## config.mk

```make
export PLATFORM = sky130hd
export DESIGN_NAME = softmax_normalizer
export DESIGN_NICKNAME = d
export VERILOG_FILES = /design/src/hdl/smx_pkg.sv /design/src/hdl/smx_ram.sv /design/src/hdl/smx_divider.sv /design/src/hdl/softmax_normalizer.sv
export SDC_FILE = /design/constraint.sdc
export NUM_CORES = 2
export LEC_CHECK = 0
export BUFFER_PORTS_ARGS = -buffer_cell sky130_fd_sc_hd__buf_2
export CORE_MARGIN = 3
export CORE_UTILIZATION = 40
export DETAILED_ROUTE_END_ITERATION = 6
export GPL_TIMING_DRIVEN = 0
export SKIP_CTS_REPAIR_TIMING = 1
export SYNTH_ARGS = -nofsm -noshare
export SYNTH_HDL_FRONTEND = slang
export SYNTH_SLANG_ARGS = --single-unit
```

## constraint.sdc

```tcl
create_clock -name clock -period 25.5 [get_ports clock]
set_input_delay 0 -clock clock [delete_from_list [all_inputs] [get_ports clock]]
set_output_delay 0 -clock clock [all_outputs]
set_load 0.03 [all_outputs]
```

## src/hdl/smx_pkg.sv

```systemverilog
package smx_pkg;

   localparam int MaxClasses = 16;
   localparam int IdxW = $clog2(MaxClasses);
   localparam int CntW = $clog2(MaxClasses + 1);
   localparam int ExpW = 17;
   localparam int SumW = 21;
   localparam int Log2eQ16 = 94548;

   // 2^(-k/16) in Q16, k = 0..16
   function automatic logic [16:0] pow2_tab(input logic [4:0] k);
      logic [16:0] v;
      case (k)
         5'd0: v = 17'd65536;
         5'd1: v = 17'd62757;
         5'd2: v = 17'd60096;
         5'd3: v = 17'd57549;
         5'd4: v = 17'd55109;
         5'd5: v = 17'd52773;
         5'd6: v = 17'd50535;
         5'd7: v = 17'd48393;
         5'd8: v = 17'd46341;
         5'd9: v = 17'd44376;
         5'd10: v = 17'd42495;
         5'd11: v = 17'd40693;
         5'd12: v = 17'd38968;
         5'd13: v = 17'd37316;
         5'd14: v = 17'd35734;
         5'd15: v = 17'd34219;
         default: v = 17'd32768;
      endcase
      return v;
   endfunction

endpackage

```

## src/hdl/smx_ram.sv

```systemverilog
module smx_ram #(
   parameter int Width = 16,
   parameter int Depth = 16
) (
   input  logic                     clock,
   input  logic                     wr_en,
   input  logic [$clog2(Depth)-1:0] wr_addr,
   input  logic [Width-1:0]         wr_data,
   input  logic [$clog2(Depth)-1:0] rd_addr,
   output logic [Width-1:0]         rd_data
);

   logic [Width-1:0] mem [Depth];

   // write port and registered read port
   always_ff @(posedge clock) begin
      if (wr_en) begin
         mem[wr_addr] <= wr_data;
      end
      rd_data <= mem[rd_addr];
   end

endmodule

```

## src/hdl/smx_divider.sv

```systemverilog
// Restoring divider: quotient of (num << 16 + den/2) / den, 34 bit dividend,
// one quotient bit per cycle, result saturated to 16 bits.
module smx_divider (
   input  logic                      clock,
   input  logic                      reset,
   input  logic                      start,
   input  logic [smx_pkg::ExpW-1:0]  num,
   input  logic [smx_pkg::SumW-1:0]  den,
   output logic                      done,
   output logic [15:0]               quot
);
   import smx_pkg::*;

   localparam int DivW = ExpW + 16 + 1;
   localparam int StepW = $clog2(DivW + 1);

   logic [DivW-1:0]  dvd_ff, dvd_in;
   logic [DivW-1:0]  q_ff, q_in;
   logic [SumW:0]    rem_ff, rem_in;
   logic [SumW-1:0]  den_ff, den_in;
   logic [StepW-1:0] step_ff, step_in;
   logic             busy_ff, busy_in;
   logic             done_ff, done_in;
   logic [SumW:0]    trial;

   always_comb begin
      dvd_in  = dvd_ff;
      q_in    = q_ff;
      rem_in  = rem_ff;
      den_in  = den_ff;
      step_in = step_ff;
      busy_in = busy_ff;
      done_in = 1'b0;
      trial   = '0;
      if (start) begin
         dvd_in  = DivW'({num, 16'd0}) + DivW'(den >> 1);
         den_in  = den;
         rem_in  = '0;
         q_in    = '0;
         step_in = StepW'(DivW);
         busy_in = 1'b1;
      end else if (busy_ff) begin
         // shift in one dividend bit, subtract when it fits
         trial   = {rem_ff[SumW-1:0], dvd_ff[DivW-1]};
         dvd_in  = {dvd_ff[DivW-2:0], 1'b0};
         if (trial >= {1'b0, den_ff}) begin
            rem_in = trial - {1'b0, den_ff};
            q_in   = {q_ff[DivW-2:0], 1'b1};
         end else begin
            rem_in = trial;
            q_in   = {q_ff[DivW-2:0], 1'b0};
         end
         step_in = step_ff - 1'b1;
         if (step_ff == StepW'(1)) begin
            busy_in = 1'b0;
            done_in = 1'b1;
         end
      end
   end

   always_ff @(posedge clock) begin
      if (reset) begin
         busy_ff <= 1'b0;
         done_ff <= 1'b0;
      end else begin
         busy_ff <= busy_in;
         done_ff <= done_in;
      end
      dvd_ff  <= dvd_in;
      q_ff    <= q_in;
      rem_ff  <= rem_in;
      den_ff  <= den_in;
      step_ff <= step_in;
   end

   assign done = done_ff;
   assign quot = (|q_ff[DivW-1:16]) ? 16'hFFFF : q_ff[15:0];

endmodule

```

## src/hdl/softmax_normalizer.sv

```systemverilog
// Fixed-point softmax. Logits (signed Q8.8) stream in on req_, one transfer
// per cycle, req_tlast closing the vector; up to 16 are kept in a logit RAM,
// and later ones are dropped and reported through the truncated flag. On the
// closing transfer the block stops accepting and walks the stored classes:
// an exponential pass per class (RAM read, log2(e) multiply,
// table interpolation, rounding shift, write back) writes exp values to a
// second RAM and sums them, then a divide pass emits one probability per
// class on rsp_, each after a RAM read, a divider start, 34 divider
// steps and the divider's done pulse, held until the output handshake.
// An empty vector emits nothing.
module softmax_normalizer (
   input  logic        clock,
   input  logic        reset,
   input  logic        req_tvalid,
   output logic        req_tready,
   input  logic [15:0] req_tdata,   // [15:0] logit
   input  logic        req_tlast,   // final_element
   output logic        rsp_tvalid,
   input  logic        rsp_tready,
   output logic [23:0] rsp_tdata,   // [15:0] probability, [19:16] class_index, zero pad
   output logic        rsp_tlast,   // final_class
   output logic        rsp_tuser    // truncated
);
   import smx_pkg::*;

   typedef enum logic [9:0] {
      S_LOAD  = 10'b0000000001,
      S_ERD   = 10'b0000000010,
      S_EMUL  = 10'b0000000100,
      S_EINT  = 10'b0000001000,
      S_ESHF  = 10'b0000010000,
      S_EWR   = 10'b0000100000,
      S_DRD   = 10'b0001000000,
      S_DSTRT = 10'b0010000000,
      S_DWAIT = 10'b0100000000,
      S_OUT   = 10'b1000000000
   } state_type;

   state_type          state_ff, state_in;
   logic signed [15:0] max_ff, max_in;
   logic [CntW-1:0]    cnt_ff, cnt_in;
   logic [SumW-1:0]    sum_ff, sum_in;
   logic               ovf_ff, ovf_in;
   logic [IdxW-1:0]    idx_ff, idx_in;
   logic [33:0]        prod_ff, prod_in;
   logic [16:0]        mant_ff, mant_in;
   logic [ExpW-1:0]    exp_ff, exp_in;
   logic [15:0]        prob_ff, prob_in;

   logic               lg_we, ex_we, req_xfer;
   logic [IdxW-1:0]    lg_ra, ex_ra;
   logic [15:0]        lg_rd;
   logic [ExpW-1:0]    ex_rd;
   logic               div_start, div_done;
   logic [15:0]        div_q;

   logic [16:0]        mag;
   logic [17:0]        t_q;
   logic [9:0]         n_int;
   logic [7:0]         frac;
   logic [16:0]        ta, tb;
   logic [20:0]        dlt;
   logic [4:0]         sh;

   assign req_tready = (state_ff == S_LOAD);
   assign req_xfer   = req_tvalid && req_tready;

   smx_ram #(.Width(16), .Depth(MaxClasses)) u_logit_ram (
      .clock(clock), .wr_en(lg_we), .wr_addr(cnt_ff[IdxW-1:0]),
      .wr_data(req_tdata), .rd_addr(lg_ra), .rd_data(lg_rd));

   smx_ram #(.Width(ExpW), .Depth(MaxClasses)) u_exp_ram (
      .clock(clock), .wr_en(ex_we), .wr_addr(idx_ff),
      .wr_data(exp_ff), .rd_addr(ex_ra), .rd_data(ex_rd));

   smx_divider u_div (
      .clock(clock), .reset(reset), .start(div_start),
      .num(ex_rd), .den(sum_ff), .done(div_done), .quot(div_q));

   assign lg_ra = idx_ff;
   assign ex_ra = idx_ff;
   assign lg_we = req_xfer && (cnt_ff < CntW'(MaxClasses));
   assign ex_we = (state_ff == S_EWR);
   assign div_start = (state_ff == S_DSTRT);

   // exponential datapath pieces
   assign mag   = 17'({max_ff[15], max_ff} - {lg_rd[15], lg_rd});
   assign t_q   = 18'((prod_ff + 34'd32768) >> 16);
   assign n_int = t_q[17:8];
   assign frac  = t_q[7:0];
   assign ta    = pow2_tab({1'b0, frac[7:4]});
   assign tb    = pow2_tab(5'({1'b0, frac[7:4]} + 5'd1));
   assign dlt   = 21'((21'(ta - tb) * 21'(frac[3:0]) + 21'd8) >> 4);
   assign sh    = 5'(prod_ff[4:0]);

   always_comb begin
      state_in = state_ff;
      max_in   = max_ff;
      cnt_in   = cnt_ff;
      sum_in   = sum_ff;
      ovf_in   = ovf_ff;
      idx_in   = idx_ff;
      prod_in  = prod_ff;
      mant_in  = mant_ff;
      exp_in   = exp_ff;
      prob_in  = prob_ff;
      unique case (state_ff)
         S_LOAD: begin
            if (req_xfer) begin
               // store the logit, track max, or drop it when full
               if (cnt_ff < CntW'(MaxClasses)) begin
                  cnt_in = cnt_ff + 1'b1;
                  if ($signed(req_tdata) > max_ff) begin
                     max_in = $signed(req_tdata);
                  end
               end else begin
                  ovf_in = 1'b1;
               end
               if (req_tlast) begin
                  idx_in = '0;
                  sum_in = '0;
                  state_in = S_ERD;
               end
            end
         end
         S_ERD: begin
            if (cnt_ff == '0) begin
               state_in = S_LOAD;
               max_in = 16'sh8000;
               ovf_in = 1'b0;
            end else begin
               state_in = S_EMUL;
            end
         end
         S_EMUL: begin
            prod_in  = 34'(mag) * 34'(Log2eQ16);
            state_in = S_EINT;
         end
         S_EINT: begin
            // interpolate mantissa; keep shift count in prod low bits
            mant_in = 17'(21'(ta) - dlt);
            prod_in = (n_int > 10'd17) ? 34'd31 : 34'(n_int);
            state_in = S_ESHF;
         end
         S_ESHF: begin
            if (sh == 5'd31) begin
               exp_in = '0;
            end else if (sh == 5'd0) begin
               exp_in = mant_ff;
            end else begin
               exp_in = 17'((18'(mant_ff) + (18'd1 << (sh - 5'd1))) >> sh);
            end
            state_in = S_EWR;
         end
         S_EWR: begin
            sum_in = sum_ff + SumW'(exp_ff);
            if (CntW'(idx_ff) + 1'b1 == cnt_ff) begin
               idx_in = '0;
               state_in = S_DRD;
            end else begin
               idx_in = idx_ff + 1'b1;
               state_in = S_ERD;
            end
         end
         S_DRD: begin
            state_in = S_DSTRT;
         end
         S_DSTRT: begin
            state_in = S_DWAIT;
         end
         S_DWAIT: begin
            if (div_done) begin
               prob_in = div_q;
               state_in = S_OUT;
            end
         end
         S_OUT: begin
            if (rsp_tready) begin
               if (CntW'(idx_ff) + 1'b1 == cnt_ff) begin
                  // close the run
                  state_in = S_LOAD;
                  max_in = 16'sh8000;
                  cnt_in = '0;
                  sum_in = '0;
                  ovf_in = 1'b0;
                  idx_in = '0;
               end else begin
                  idx_in = idx_ff + 1'b1;
                  state_in = S_DRD;
               end
            end
         end
         default: state_in = S_LOAD;
      endcase
   end

   always_ff @(posedge clock) begin
      if (reset) begin
         state_ff <= S_LOAD;
         max_ff   <= 16'sh8000;
         cnt_ff   <= '0;
         sum_ff   <= '0;
         ovf_ff   <= 1'b0;
         idx_ff   <= '0;
      end else begin
         state_ff <= state_in;
         max_ff   <= max_in;
         cnt_ff   <= cnt_in;
         sum_ff   <= sum_in;
         ovf_ff   <= ovf_in;
         idx_ff   <= idx_in;
      end
      prod_ff <= prod_in;
      mant_ff <= mant_in;
      exp_ff  <= exp_in;
      prob_ff <= prob_in;
   end

   assign rsp_tvalid = (state_ff == S_OUT);
   assign rsp_tdata  = {4'd0, 4'(idx_ff), prob_ff};
   assign rsp_tlast  = (CntW'(idx_ff) + 1'b1 == cnt_ff);
   assign rsp_tuser  = ovf_ff;

endmodule

```

==> impl_metrics.tcl <==
set metrics [dict create \
    min-delay-start "reset" \
    io-pin-count 49 \
    cts_tree "done" \
    rsz0062_at_grt "no" \
    critPathKind "flip-flop to flip-flop" \
    max_stage_delay_ns 0.52 \
    drcViolationCount 0 \
    area_delta_synth_final_pct 11.32 \
    gp_congestion 0.8911 \
    chipWidth_um 339.9 \
    required_ns 25.88 \
    grt_pass1_vias 27370 \
    wl_per_cell_um 21.05 \
    drv_slew 0 \
    dieArea_um2 115600 \
    synth-seq-area-share_pct 51.10 \
    drive_gt1_share_pct 10.91 \
    routed_wl_um 109000 \
    cp-end-kind "flip-flop" \
    cp_top_family "adder cells" \
    cts_buffer_depth 3 \
    syn-instance-count 3473 \
    netlist_area_um2 44610 \
    root_buffer "clkbuf_16" \
    num_vias 28150 \
    grt_max_degree 35 \
    crit_path_top_delay_cell "xor2_2" \
    initial_utilization_pct 40.64 \
    cp-start-kind "flip-flop" \
    r2r_start "prod_ff[16]" \
    synth-async-reset-ratio_pct 0 \
    antenna_found_initial 0 \
    grt_usage_pct 18.72 \
    multi_input_area_um2 20410 \
    die_y_um 339.9 \
    register_area_um2 22790 \
    synth_ff_type "edfxtp_1" \
    clk_pin_slew_ns 0.06 \
    yosys.area.top_type "edfxtp_1" \
    diodes 0 \
    synth_most_common_cell "edfxtp_1" \
    drt_first_pass_iters 5 \
    via_per_inst 5.435 \
    synth-seq-cells 810 \
    fin_setup_tns_ns 0 \
    core_um2 109800 \
    h-tree-depth 3 \
    dpl.hpwl_um 79740 \
    timing.hold.ws_ns 0.2964 \
    hold_violations 0 \
    cp_max_fo 12 \
    crit_arrival_ns 11.13 \
    rrSetupSlack_ns 14.75 \
    fin_crit_ns 10.75 \
    layout.nets 4094 \
    status "completed" \
    worst_pin_slew_ns 1.337 \
    cts_inserted_buffers 86 \
    crit_start "prod_ff[16]" \
    fin_crit_sh_pct 42.15 \
    grt-ovfl-total 0 \
    drv_cap 0 \
    fin_skew_ns 0.05237 \
    cts.sinks 810 \
    crit_buf_inv 4 \
    synth_top_area_share_pct 44.23 \
    max_freq_ghz 0.09303 \
    ys_top_cells_by_count "657 x edfxtp_1, 324 x ha_1, 279 x nor2_1" \
    hold_path_class "input port to flip-flop" \
    portBuffers 44 \
    post_synth.cell_area_avg_um2 12.84 \
    final_antenna_net_count 0 \
    synth_edf_count 657 \
    synth.distinct_cells 98 \
    rows 121 \
    grt_pass1_wl_um 167000 \
    maxSlewHeadroom_pct 10.88 \
    fillers 9935 \
    clk_latency_ns 0.67 \
    worst_path_most_repeated_cell "ha_1" \
    yosys-top-cells-area "edfxtp_1 44%, ha_1 9.1%, mux4_2 8.5%" \
    synth-warning-count 0 \
    setup_viol 0 \
    drtIter0Drc 2231 \
]
[layout by cell type, fill, tap and decap left out, types with 23 or more instances in the layout]
cell type	instances
buf_2	56
nand3b_1	23
and3_1	33
xnor2_1	82
and2_1	46
nor2b_1	32
xor2_1	65
clkbuf_16	87
nand3_1	50
ha_1	324
nor3_1	61
clkbuf_1	119
a21oi_1	170
a21o_1	49
nand2_1	201
mux4_2	168
inv_1	231
nand2b_1	68
o21ai_0	116
fa_1	117
mux2i_1	67
nor2_1	278
edfxtp_1	657
dfxtp_1	153
[routing by layer]
metal  wire, um  up-vias  GRT usage [%]
met3       5548      134          2.981
li1           -    13230              -
met1      50020    14080          26.65
met5          0        -              0
met4       2062        0          4.105
met2      51400      703          30.26
[sequential cells by signal, summed over array words and instances, names as in the netlist, 17 cells and up]
| name | cells |
|---|---|
| u_logit_ram.mem | 256 |
| u_div.q_ff | 34 |
| u_exp_ram.rd_data | 17 |
| u_exp_ram.mem | 272 |
| u_div.rem_ff | 21 |
| sum_ff | 21 |
| u_div.dvd_ff | 34 |
| mant_ff | 17 |
| prod_ff | 24 |
| exp_ff | 17 |
| u_div.den_ff | 21 |
[final timing paths]
path / endpoint / cells past startpoint
max reg2reg: mant_ff[16] / 38
min reg2reg: u_div.rem_ff[7] / 2
min: state_ff[7] / 4
max: mant_ff[16] / 38
[kinds of logic (layout without fill, tap and decap cells)]
kind of cell	after synthesis	after routing	share of synthesized area (%)
adder cells (fa/ha/maj)	441	441	14.34
XOR/XNOR	152	152	3.083
AO/OA/AOI/OAI	559	559	8.163
multiplexers	240	240	10.11
other	1	4	0.008407
AND/OR/NAND/NOR	902	902	10.02
flip-flops	810	810	51.10
buffers and inverters	368	595	3.178
[worst reg2reg max path, delay by kind of cell (launching register included)]
kind / cells / cell delay, ns
simple gates: 6 / 1.11
flops: 1 / 0.44
xor+xnor: 4 / 1.31
compound gates: 13 / 3.02
buf+inv: 4 / 0.69
fa+ha+maj: 11 / 3.91
[per-stage QoR]
stage	util, %	cells	setup WS [ns]	cell area (um2)
final	45.24	5179	14.75	49660
after detailed placement	42.57	4998	14.81	46720
after global placement	42.53	4996	14.76	46680
after floorplan	-	3476	16.62	44620
after global routing	45.24	5179	14.02	49660
after CTS	45.03	5157	14.77	49420
[area by class of cell]
type	instances	share of cell area, %
Sequential cell	810	45.90
Multi-Input combinational cell	2298	41.11
Clock buffer	108	4.563
Tap cell	1476	3.719
Inverter	236	1.784
Buffer	132	1.076
Timing Repair Buffer	68	0.9676
Clock inverter	51	0.8794
Power is left out: the tool's default activity adds up to more than one toggle a clock period on the data nets, which glitch-free logic cannot reach.
